==> config.mk <==
export PLATFORM = sky130hd
export DESIGN_NAME = trial_division_factorizer_unit
export DESIGN_NICKNAME = d
export VERILOG_FILES = /design/src/design/tdf_pkg.sv /design/src/design/trial_division_factorizer_unit.sv /design/src/design/tdf_divider.sv /design/src/design/tdf_datapath.sv /design/src/design/tdf_ctrl.sv
export SDC_FILE = /design/constraint.sdc
export NUM_CORES = 1
export LEC_CHECK = 0
export ABC_AREA = 1
export BUFFER_PORTS_ARGS = -buffer_cell sky130_fd_sc_hd__buf_4
export CORE_MARGIN = 5
export CORE_UTILIZATION = 60
export DETAILED_ROUTE_END_ITERATION = 10
export GPL_ROUTABILITY_DRIVEN = 0
export PLACE_DENSITY = 0.76
export SLEW_MARGIN = 20
export SYNTH_ARGS = -nofsm -noshare
export SYNTH_HDL_FRONTEND = slang
export SYNTH_SLANG_ARGS = --single-unit
==> constraint.sdc <==
create_clock -name clk -period 7.23 [get_ports clk]
set_input_delay 1.0845 -clock clk [delete_from_list [all_inputs] [get_ports clk]]
set_output_delay 1.0845 -clock clk [all_outputs]
set_load 0.02 [all_outputs]
==> src/design/tdf_pkg.sv <==
// Package for the trial-division factorizer: types and fixed constants.
package tdf_pkg;

  localparam int EXP_BITS   = 5;
  localparam int COUNT_BITS = 4;

  localparam logic [EXP_BITS-1:0]   EXP_MAX   = 5'd31;
  localparam logic [EXP_BITS-1:0]   EXP_ONE   = 5'd1;
  localparam logic [COUNT_BITS-1:0] MAX_ITEMS = 4'd10;

  typedef enum logic [2:0] {
    ST_IDLE,
    ST_SETUP,
    ST_CHECK,
    ST_DIV,
    ST_JUDGE,
    ST_FINAL,
    ST_FLUSH
  } tdf_state_t;

  typedef struct packed {
    logic load;
    logic div_start;
    logic take_quot;
    logic emit_div;
    logic advance;
    logic emit_rem;
    logic flush;
  } tdf_cmd_t;

  typedef struct packed {
    logic special;
    logic sq_le_n;
    logic div_done;
    logic rem_zero;
    logic mult_nz;
    logic at_cap;
    logic n_gt1;
  } tdf_status_t;

endpackage

==> src/design/trial_division_factorizer_unit.sv <==
// Trial-division factorizer: top level joining controller and datapath.
// Each divisor tried takes one division in the one-bit-per-cycle divider, plus one more
// division each time it divides the cofactor; 0, 1 and -1 need no division at all.
// One transaction at a time (busy high). Results appear one per strobe cycle; the receiver
// cannot stall. Reset (rst_n low, synchronous) returns to idle and drops any transaction
// in progress.
module trial_division_factorizer_unit #(
  parameter int VALUE_BITS = 32
) (
  input  logic                           clk,
  input  logic                           rst_n,
  input  logic                           start,
  output logic                           busy,
  input  logic signed [VALUE_BITS-1:0]   in_value,
  output logic                           out_valid,
  output logic signed [VALUE_BITS-1:0]   out_factor,
  output logic [tdf_pkg::EXP_BITS-1:0]   out_exponent,
  output logic                           out_last
);

  import tdf_pkg::*;

  tdf_cmd_t    cmd;
  tdf_status_t status;

  tdf_ctrl u_ctrl (
    .clk   (clk),
    .rst_n (rst_n),
    .start (start),
    .status(status),
    .cmd   (cmd),
    .busy  (busy)
  );

  tdf_datapath #(
    .VALUE_BITS(VALUE_BITS)
  ) u_dp (
    .clk         (clk),
    .rst_n       (rst_n),
    .in_value    (in_value),
    .cmd         (cmd),
    .status      (status),
    .out_valid   (out_valid),
    .out_factor  (out_factor),
    .out_exponent(out_exponent),
    .out_last    (out_last)
  );

endmodule

==> src/design/tdf_divider.sv <==
// Restoring divider, one quotient bit per cycle, quotient and remainder held after done.
module tdf_divider #(
  parameter int VALUE_BITS = 32
) (
  input  logic                  clk,
  input  logic                  rst_n,
  input  logic                  start,
  input  logic [VALUE_BITS-1:0] dividend,
  input  logic [VALUE_BITS-1:0] divisor,
  output logic [VALUE_BITS-1:0] quotient,
  output logic [VALUE_BITS-1:0] remainder,
  output logic                  done
);

  localparam int W  = VALUE_BITS;
  localparam int CW = $clog2(VALUE_BITS + 1);

  logic [W-1:0]  rem_r, rem_nxt;
  logic [W-1:0]  quo_r, quo_nxt;
  logic [W-1:0]  div_r, div_nxt;
  logic [CW-1:0] cnt_r, cnt_nxt;
  logic          active_r, active_nxt;
  logic          done_r, done_nxt;
  logic [W:0]    shifted;
  logic [W:0]    diff;

  always_comb begin
    shifted    = {rem_r, quo_r[W-1]};
    diff       = shifted - {1'b0, div_r};
    rem_nxt    = rem_r;
    quo_nxt    = quo_r;
    div_nxt    = div_r;
    cnt_nxt    = cnt_r;
    active_nxt = active_r;
    done_nxt   = 1'b0;
    if (start) begin
      rem_nxt    = '0;
      quo_nxt    = dividend;
      div_nxt    = divisor;
      cnt_nxt    = CW'(VALUE_BITS);
      active_nxt = 1'b1;
    end else if (active_r) begin
      if (!diff[W]) begin
        rem_nxt = diff[W-1:0];
        quo_nxt = {quo_r[W-2:0], 1'b1};
      end else begin
        rem_nxt = shifted[W-1:0];
        quo_nxt = {quo_r[W-2:0], 1'b0};
      end
      cnt_nxt = cnt_r - CW'(1);
      if (cnt_r == CW'(1)) begin
        active_nxt = 1'b0;
        done_nxt   = 1'b1;
      end
    end
  end

  always_ff @(posedge clk) begin
    if (!rst_n) begin
      active_r <= 1'b0;
      done_r   <= 1'b0;
      cnt_r    <= '0;
    end else begin
      active_r <= active_nxt;
      done_r   <= done_nxt;
      cnt_r    <= cnt_nxt;
    end
  end

  always_ff @(posedge clk) begin
    rem_r <= rem_nxt;
    quo_r <= quo_nxt;
    div_r <= div_nxt;
  end

  assign quotient  = quo_r;
  assign remainder = rem_r;
  assign done      = done_r;

endmodule

==> src/design/tdf_datapath.sv <==
// Datapath: cofactor, trial divisor and its square, multiplicity, pending item, result registers.
module tdf_datapath #(
  parameter int VALUE_BITS = 32
) (
  input  logic                           clk,
  input  logic                           rst_n,
  input  logic signed [VALUE_BITS-1:0]   in_value,
  input  tdf_pkg::tdf_cmd_t              cmd,
  output tdf_pkg::tdf_status_t           status,
  output logic                           out_valid,
  output logic signed [VALUE_BITS-1:0]   out_factor,
  output logic [tdf_pkg::EXP_BITS-1:0]   out_exponent,
  output logic                           out_last
);

  import tdf_pkg::*;

  localparam int W   = VALUE_BITS;
  localparam int PW  = VALUE_BITS / 2 + 2;
  localparam int SQW = VALUE_BITS + 2;

  logic [W-1:0]          n_r, n_nxt;
  logic [PW-1:0]         p_r, p_nxt;
  logic [SQW-1:0]        sq_r, sq_nxt;
  logic [EXP_BITS-1:0]   c_r, c_nxt;
  logic [COUNT_BITS-1:0] count_r, count_nxt;
  logic                  special_r, special_nxt;
  logic                  pend_v_r, pend_v_nxt;
  logic [W-1:0]          pend_factor_r, pend_factor_nxt;
  logic [EXP_BITS-1:0]   pend_exp_r, pend_exp_nxt;
  logic                  out_valid_r, out_valid_nxt;
  logic [W-1:0]          out_factor_r, out_factor_nxt;
  logic [EXP_BITS-1:0]   out_exp_r, out_exp_nxt;
  logic                  out_last_r, out_last_nxt;

  logic [W-1:0]          v_u;
  logic                  neg;
  logic [W-1:0]          mag;
  logic [W-1:0]          p_ext;
  logic [W-1:0]          quo;
  logic [W-1:0]          rem;
  logic [W-1:0]          div_dividend;
  logic                  div_done;
  logic                  emit;
  logic [W-1:0]          new_factor;
  logic [EXP_BITS-1:0]   new_exp;

  assign v_u   = in_value;
  assign neg   = v_u[W-1];
  assign mag   = neg ? (~v_u + W'(1)) : v_u;
  assign p_ext = {{(W-PW){1'b0}}, p_r};

  // a repeat division starts from the quotient being taken in the same cycle
  assign div_dividend = cmd.take_quot ? quo : n_r;

  tdf_divider #(
    .VALUE_BITS(VALUE_BITS)
  ) u_div (
    .clk      (clk),
    .rst_n    (rst_n),
    .start    (cmd.div_start),
    .dividend (div_dividend),
    .divisor  (p_ext),
    .quotient (quo),
    .remainder(rem),
    .done     (div_done)
  );

  assign emit       = cmd.emit_div | cmd.emit_rem;
  assign new_factor = cmd.emit_div ? p_ext : n_r;
  assign new_exp    = cmd.emit_div ? c_r : EXP_ONE;

  always_comb begin
    n_nxt           = n_r;
    p_nxt           = p_r;
    sq_nxt          = sq_r;
    c_nxt           = c_r;
    count_nxt       = count_r;
    special_nxt     = special_r;
    pend_v_nxt      = pend_v_r;
    pend_factor_nxt = pend_factor_r;
    pend_exp_nxt    = pend_exp_r;
    out_valid_nxt   = 1'b0;
    out_factor_nxt  = out_factor_r;
    out_exp_nxt     = out_exp_r;
    out_last_nxt    = out_last_r;

    if (cmd.load) begin
      n_nxt        = mag;
      p_nxt        = PW'(2);
      sq_nxt       = SQW'(4);
      c_nxt        = '0;
      pend_exp_nxt = EXP_ONE;
      special_nxt  = 1'b0;
      if (v_u == '0) begin
        special_nxt     = 1'b1;
        pend_v_nxt      = 1'b1;
        pend_factor_nxt = '0;
        count_nxt       = COUNT_BITS'(1);
      end else if (v_u == W'(1)) begin
        special_nxt     = 1'b1;
        pend_v_nxt      = 1'b1;
        pend_factor_nxt = W'(1);
        count_nxt       = COUNT_BITS'(1);
      end else if (neg) begin
        pend_v_nxt      = 1'b1;
        pend_factor_nxt = '1;
        count_nxt       = COUNT_BITS'(1);
      end else begin
        pend_v_nxt = 1'b0;
        count_nxt  = '0;
      end
    end

    if (cmd.take_quot) begin
      n_nxt = quo;
      c_nxt = (c_r == EXP_MAX) ? EXP_MAX : c_r + EXP_ONE;
    end

    if (cmd.advance) begin
      p_nxt  = p_r + PW'(1);
      sq_nxt = sq_r + {{(SQW-PW-1){1'b0}}, p_r, 1'b0} + SQW'(1);
      c_nxt  = '0;
    end

    if (emit) begin
      out_valid_nxt   = pend_v_r;
      out_factor_nxt  = pend_factor_r;
      out_exp_nxt     = pend_exp_r;
      out_last_nxt    = 1'b0;
      pend_v_nxt      = 1'b1;
      pend_factor_nxt = new_factor;
      pend_exp_nxt    = new_exp;
      count_nxt       = count_r + COUNT_BITS'(1);
    end

    if (cmd.flush) begin
      out_valid_nxt  = pend_v_r;
      out_factor_nxt = pend_factor_r;
      out_exp_nxt    = pend_exp_r;
      out_last_nxt   = 1'b1;
      pend_v_nxt     = 1'b0;
    end
  end

  always_ff @(posedge clk) begin
    if (!rst_n) begin
      n_r         <= '0;
      p_r         <= PW'(2);
      sq_r        <= SQW'(4);
      c_r         <= '0;
      count_r     <= '0;
      special_r   <= 1'b0;
      pend_v_r    <= 1'b0;
      out_valid_r <= 1'b0;
    end else begin
      n_r         <= n_nxt;
      p_r         <= p_nxt;
      sq_r        <= sq_nxt;
      c_r         <= c_nxt;
      count_r     <= count_nxt;
      special_r   <= special_nxt;
      pend_v_r    <= pend_v_nxt;
      out_valid_r <= out_valid_nxt;
    end
  end

  always_ff @(posedge clk) begin
    pend_factor_r <= pend_factor_nxt;
    pend_exp_r    <= pend_exp_nxt;
    out_factor_r  <= out_factor_nxt;
    out_exp_r     <= out_exp_nxt;
    out_last_r    <= out_last_nxt;
  end

  assign status.special  = special_r;
  assign status.sq_le_n  = sq_r <= {2'b00, n_r};
  assign status.div_done = div_done;
  assign status.rem_zero = rem == '0;
  assign status.mult_nz  = c_r != '0;
  assign status.at_cap   = count_r == (MAX_ITEMS - COUNT_BITS'(1));
  assign status.n_gt1    = n_r > W'(1);

  assign out_valid    = out_valid_r;
  assign out_factor   = out_factor_r;
  assign out_exponent = out_exp_r;
  assign out_last     = out_last_r;

endmodule

==> src/design/tdf_ctrl.sv <==
// Controller state machine: sequences load, trial divisions, item emission and flush.
module tdf_ctrl (
  input  logic                 clk,
  input  logic                 rst_n,
  input  logic                 start,
  input  tdf_pkg::tdf_status_t status,
  output tdf_pkg::tdf_cmd_t    cmd,
  output logic                 busy
);

  import tdf_pkg::*;

  tdf_state_t state_r, state_nxt;

  always_ff @(posedge clk) begin
    if (!rst_n) begin
      state_r <= ST_IDLE;
    end else begin
      state_r <= state_nxt;
    end
  end

  always_comb begin
    state_nxt = state_r;
    cmd       = '0;
    busy      = 1'b1;
    unique case (state_r)
      ST_IDLE: begin
        busy = 1'b0;
        if (start) begin
          cmd.load  = 1'b1;
          state_nxt = ST_SETUP;
        end
      end
      ST_SETUP: begin
        state_nxt = status.special ? ST_FLUSH : ST_CHECK;
      end
      ST_CHECK: begin
        if (status.sq_le_n) begin
          cmd.div_start = 1'b1;
          state_nxt     = ST_DIV;
        end else begin
          state_nxt = ST_FINAL;
        end
      end
      ST_DIV: begin
        if (status.div_done) begin
          state_nxt = ST_JUDGE;
        end
      end
      ST_JUDGE: begin
        if (status.rem_zero) begin
          cmd.take_quot = 1'b1;
          cmd.div_start = 1'b1;
          state_nxt     = ST_DIV;
        end else begin
          cmd.advance = 1'b1;
          state_nxt   = ST_CHECK;
          if (status.mult_nz) begin
            cmd.emit_div = 1'b1;
            if (status.at_cap) begin
              state_nxt = ST_FLUSH;
            end
          end
        end
      end
      ST_FINAL: begin
        if (status.n_gt1) begin
          cmd.emit_rem = 1'b1;
        end
        state_nxt = ST_FLUSH;
      end
      ST_FLUSH: begin
        cmd.flush = 1'b1;
        state_nxt = ST_IDLE;
      end
      default: begin
        state_nxt = ST_IDLE;
      end
    endcase
  end

endmodule
# Yosys cells after proc, flatten, opt, wreduce, memory -nomap -nowiden
# Cells that the tools add are included.
# totals
register_bits	264
latch_bits	0
ram_bits	0
romBits	0
input_bits	35
output_inout_bits	40
wordCells	133
memories	0
# classes
add_sub_neg	8
multipliers	0
n_div	0
n_lt_le_gt_ge	2
n_eq_ne	13
shifts	0
mux	68
bitwise_logic	4
reduce_logical	17
# ops
op	count
two-way mux 32 bit	15
two-way mux 34 bit	2
zero test 32 bit	2
two-way mux 5 bit	8
two-way mux 18 bit	2
adder 34 x 1 -> 34 bit, second input constant	1
adder 34 x 19 -> 34 bit	1
<= comparator 34 x 32 -> 1 bit	1
subtractor 33 x 18 -> 33 bit	1
adder 32 x 1 -> 32 bit, second input constant	1
equality test 32 x 1 -> 1 bit, second input constant	1
greater-than comparator 32 x 1 -> 1 bit, second input constant	1
NOT 32 bit	1
two-way mux 3 bit	8
two-way mux 1 bit	23
adder 18 x 1 -> 18 bit, second input constant	1
case mux 3 bit (6 select lines)	1
two-way mux 4 bit	4
two-way mux 6 bit	2
nonzero test 2 bit	5
equality test 3 bit, second input constant	3
equality test 3 x 2 -> 1 bit, second input constant	2
equality test 6 x 1 -> 1 bit, second input constant	1
AND reduction 2 bit	3
17 further kinds	22

# Longest topological paths before layout
# logic_depth
depth_word	7
depth_mapped	18

# Hierarchy
# From an unflattened synthesis, not the netlist that was laid out.
# unflattened
cells_unflattened	2520
area_unflattened_um2	17727.0
# modules_own_cells
module	n_inst	cells_per_inst	area_each_um2	seq_area_each_um2
tdf_datapath	1	1416	10493.8	4164.0
tdf_divider	1	1053	6947.9	2722.6
tdf_ctrl	1	51	285.3	60.1

# Least setup slack after synthesis
# Ideal clock, no wire load.
# synth_path
path_type	reg2reg
startpoint	register u_dp.n_r[9]
endpoint	register u_dp.u_div.quo_r[0] (netlist: u_dp.u_div.quotient[0]), enable pin
setup_time_ns	0.432
arrival_time_ns	3.152
slack_ns	3.646
stages_incl_launch_ff	14
n_path_buf	1
period_less_slack_ns	3.584
path_cell_list	dfxtp_1 > inv_1 > ha_1 > a21o_1 > nor2_1 > nand2_1 > nand2_1 > nand2_1 > nand2_1 > nand3_1 > nand2_1 > nand2_2 > buf_2 > a21oi_1
# synth_between
elab_chain_len	5
elab_cells_between_ends	6
cone_classes	1 x order compare; 1 x eq/ne; 2 x mux; 2 x reduce/logical
# synth_rtl
element	line_no	text
start, declared	tdf_datapath.sv:22	logic [W-1:0] n_r, n_nxt;
start signal, assigned	tdf_datapath.sv:157	n_r <= n_nxt;
<= comparator 34 x 32 -> 1 bit (*)	tdf_datapath.sv:177	assign status.sq_le_n = sq_r <= {2'b00, n_r};
two-way mux 1 bit (*)	tdf_ctrl.sv:39	if (status.sq_le_n) begin
case mux 1 bit (2 select lines) (*)	tdf_ctrl.sv:27	unique case (state_r)
!= test 2 bit (no line) / nonzero test 2 bit (equally long branches)	--	
AND reduction 2 bit (no line) (*)	--	
end signal, assigned	tdf_divider.sv:72	quo_r <= quo_nxt;
end, declared	tdf_divider.sv:19	logic [W-1:0] quo_r, quo_nxt;
# Mark *: on every way between the ends. The rest lies on a longest branch, timed or not.
# A chain may end at the register's enable or synchronous reset.

# Worst setup path in the final report
# layout_path
startpoint	register u_dp.n_r[7]
endpoint	register u_dp.u_div.quo_r[12] (netlist: u_dp.u_div.quotient[12]) (data pin)
# layout_between
elab_chain_len	4
# layout_rtl
element	line_no	text
<= comparator 34 x 32 -> 1 bit	tdf_datapath.sv:177	
two-way mux 1 bit	tdf_ctrl.sv:39	
case mux 1 bit (2 select lines)	tdf_ctrl.sv:27	
two-way mux 32 bit	tdf_divider.sv:36	if (start) begin
via u_dp.u_div.quo_nxt[12]	tdf_divider.sv:19	
# The timed path passes the listed nets, and every way through them passes these cells.

==> insert_results.sql <==
INSERT INTO impl_metrics (metric_group, metric, value, unit) VALUES
('cts', 'cts_repair_resize_count', '0', ''),
('synth', 'yosysTopAreaCell', 'sky130_fd_sc_hd__edfxtp_1', ''),
('grt', 'grt_pass1_wl', '76530', 'um'),
('synth', 'yosys_most_used_dff', 'sky130_fd_sc_hd__dfxtp_1', ''),
('sta', 'finalWorstSetupSlack', '3.366', 'ns'),
('synth', 'postSynthCellCount', '2262', ''),
('synth', 'synth-edff-count', '124', ''),
('setup_path', 'cp_slowest_stage_delay', '0.61', 'ns'),
('synth', 'syn-num-nets', '2376', ''),
('grt', 'grt_overflow', '0', ''),
('sta', 'max_transition_margin', '29.20', '%'),
('grt', 'initial_antenna_violation_count', '1', ''),
('routing', 'routed_wire_length_per_instance', '17.84', 'um'),
('sta', 'period_minus_slack', '3.864', 'ns'),
('die', 'placementRows', '60', ''),
('cts', 'numClockSinks', '264', ''),
('sta', 'maximum_clock_skew_at_final_layout', '0.02476', 'ns'),
('synth', 'synthMostInstantiatedCell', 'sky130_fd_sc_hd__nand2_1', ''),
('setup_path', 'timing.critical_path.required', '7.66', 'ns'),
('die', 'start_util', '60.82', '%'),
('cts', 'clock_path_buffers', '3', ''),
('sta', 'achievable-frequency', '258.8', 'MHz'),
('setup_path', 'timing.critical_path.to_type', 'register', ''),
('finish', 'final_util', '67.32', '%'),
('die', 'pin_count', '75', ''),
('sta', 'hold-worst-slack', '0.4147', 'ns'),
('synth', 'syn_area', '16390', 'sq um'),
('routing', 'routed_via_density', '5.907', ''),
('outcome', 'run_status', 'complete, no violations', ''),
('synth', 'async_reset_ff_share', '0', '%'),
('sta', 'final.period_utilization', '53.44', '%'),
('cts', 'clock_tree.htree_level_count', '1', ''),
('grt', 'global_route.peak_usage_layer', 'met2', ''),
('setup_path', 'cpMaxStageDelayCell', 'sky130_fd_sc_hd__buf_4', ''),
('place', 'pre_cts_ws', '3.545', 'ns'),
('setup_path', 'max_fanout_on_critical_path', '52', ''),
('setup_path', 'cp_most_frequent_cell', 'sky130_fd_sc_hd__nand2_1', ''),
('grt', 'grt_pass1_vias', '14580', ''),
('finish', 'drive_above_1_share', '9.536', '%'),
('run', 'timing.max_cap.violations', '0', ''),
('synth', 'library_cells_used_by_synthesis', '51', ''),
('place', 'port_buffers', '74', ''),
('setup_path', 'worstPathBufferInverterCount', '3', ''),
('sta', 'report.final.slew_viol_count', '0', ''),
('setup_path', 'crit_path_cell_trace', 'inv_1, ha_1, nand4_1, inv_1, nand2_1, nor4_1, nand3b_1, nand2_1, nand2_2, nand2_2, buf_4, nand2_1, nand2_1', ''),
('die', 'die_height', '175.3', 'um'),
('die', 'die_area', '30720', 'sq um'),
('finish', 'fin_nets', '2419', ''),
('cts', 'post_cts_hold_buffer_count', '0', ''),
('routing', 'number_of_drc_violations_after_detailed_routing', '0', ''),
('setup_path', 'critical-path-top-delay-family', 'simple AND/OR/NAND/NOR gates', ''),
('synth', 'synth.top_cells.by_count', 'sky130_fd_sc_hd__nand2_1, sky130_fd_sc_hd__inv_1, sky130_fd_sc_hd__nand3_1, sky130_fd_sc_hd__nor2_1, sky130_fd_sc_hd__dfxtp_1', ''),
('routing', 'ant_nets', '0', ''),
('grt', 'grt_use_total', '30.42', '%'),
('setup_path', 'critical_setup_path_class', 'register to register', ''),
('sta', 'final_hold_violation_count', '0', ''),
('sta', 'rsz0062_at_grt', 'no', ''),
('finish', 'fill_cells', '2368', ''),
('synth', 'post_synth_main_area_contributors', 'sky130_fd_sc_hd__edfxtp_1, sky130_fd_sc_hd__dfxtp_1, sky130_fd_sc_hd__nand2_1, sky130_fd_sc_hd__nand3_1, sky130_fd_sc_hd__inv_1', ''),
('cts', 'tritoncts', 'built', ''),
('synth', 'synth.top_cell.area_share', '22.72', '%'),
('cts', 'clk_root_buffer_cell', 'sky130_fd_sc_hd__clkbuf_16', ''),
('synth', 'synthesis.area_per_instance', '7.246', 'sq um'),
('grt', 'grt_start_max_net_pins', '56', ''),
('grt', 'grtUsageMet3', '5.209', '%'),
('sta', 'final_setup_violation_count', '0', ''),
('setup_path', 'ff2ff_setup_slack', '3.37', 'ns'),
('synth', 'synth_sequential_area_ratio', '39.82', '%'),
('cts', 'clkLatencyLatePin', '0.57', 'ns'),
('cts', 'cts.clk_slew.worst_paths', '0.06', 'ns'),
('routing', 'drt-pass1-iter-count', '6', '');
placed cells by master, fill, tap and decap left out, drive strengths merged:
cell type	synthesis	final
clkbuf	31	41
a31oi	13	13
bufinv	0	6
o21a	5	5
a21oi	139	139
and2	3	3
inv	283	285
fa	2	2
edfxtp	124	124
xnor2	12	12
nand4	56	56
a21boi	3	3
or2	11	11
o21bai	1	1
xor2	16	16
o22ai	5	5
nor2	218	218
a21o	5	5
nor3	26	26
a22oi	5	5
a211oi	3	3
and3	2	2
nor2b	1	1
nand3	220	220
ha	77	77
o211ai	29	29
o21ai	103	103
dfxtp	140	140
nor4	4	4
nand3b	12	12
clkinvlp	0	1
o31ai	4	4
nand2	667	667
buf	40	83
o221ai	2	2
clkinv	0	4
kinds of logic (layout without fill, tap and decap cells):
group / Yosys count / after routing / synth area share [%]
and+or+nand+nor: 1220 / 1220 / 32.18
buffers and inverters: 354 / 420 / 8.786
AOI/OAI and AO/OA: 317 / 317 / 11.60
DFF: 264 / 264 / 39.82
adders and majority gates: 79 / 79 / 6.122
xor gates and xnor gates: 28 / 28 / 1.496
metrics by stage:
step                power [mW]  instances
floorplan                3.714       2262
global placement         4.214       2614
detailed placement       4.263       2614
CTS                      5.893       2668
global route             6.322       2669
finish                   5.935       2669
sequential cells by signal (all words and copies together), names as in the netlist, 3 cells and up:
signal	cells
u_ctrl.state_r	3
u_dp.c_r	5
u_dp.count_r	4
u_dp.n_r	32
u_dp.out_exponent	5
u_dp.out_factor	32
u_dp.p_r	18
u_dp.pend_exp_r	5
u_dp.pend_factor_r	32
u_dp.sq_r	34
u_dp.u_div.cnt_r	6
u_dp.u_div.div_r	18
u_dp.u_div.quotient	32
u_dp.u_div.remainder	32
routing by layer:
layer,vias to the layer above,part of all wire (%)
li1,7565,-
met1,7243,42
met2,807,45
met3,150,9.3
met4,2,4.5
met5,-,0.027
cell type report:
cell class / count / area (sq um) / share of cell area (%)
Multi-Input combinational cell: 1644 / 8438 / 46.51
Sequential cell: 264 / 6526 / 35.97
Inverter: 283 / 1065 / 5.869
Clock buffer: 41 / 810.8 / 4.469
Timing Repair Buffer: 83 / 643.1 / 3.545
Tap cell: 341 / 426.7 / 2.352
Clock inverter: 13 / 234.0 / 1.290
worst max-delay path by stage:
stage / start / to / cells past startpoint
3_3_place_gp: start / u_dp.pend_factor_r[4]$_DFFE_PP_ / 7
3_5_place_dp: start / u_dp.pend_factor_r[5]$_DFFE_PP_ / 7
2_1_floorplan: u_dp.n_r[9]$_SDFFE_PN0P_ / u_dp.u_div.quotient[0]$_DFFE_PP_ / 13
4_1_cts: u_dp.n_r[9]$_SDFFE_PN0P_ / u_dp.u_div.quotient[0]$_DFFE_PP_ / 13
6_report: u_dp.n_r[7]$_SDFFE_PN0P_ / u_dp.u_div.quotient[12]$_DFFE_PP_ / 13
5_1_grt: u_dp.n_r[7]$_SDFFE_PN0P_ / u_dp.u_div.quotient[0]$_DFFE_PP_ / 13
power by group:
part	switching, mW	internal [mW]	total [mW]
combinational	1.48	0.708	2.19
clock	0.622	0.998	1.62
sequential	0.215	1.91	2.13
Power figures use the tool's default switching activity.
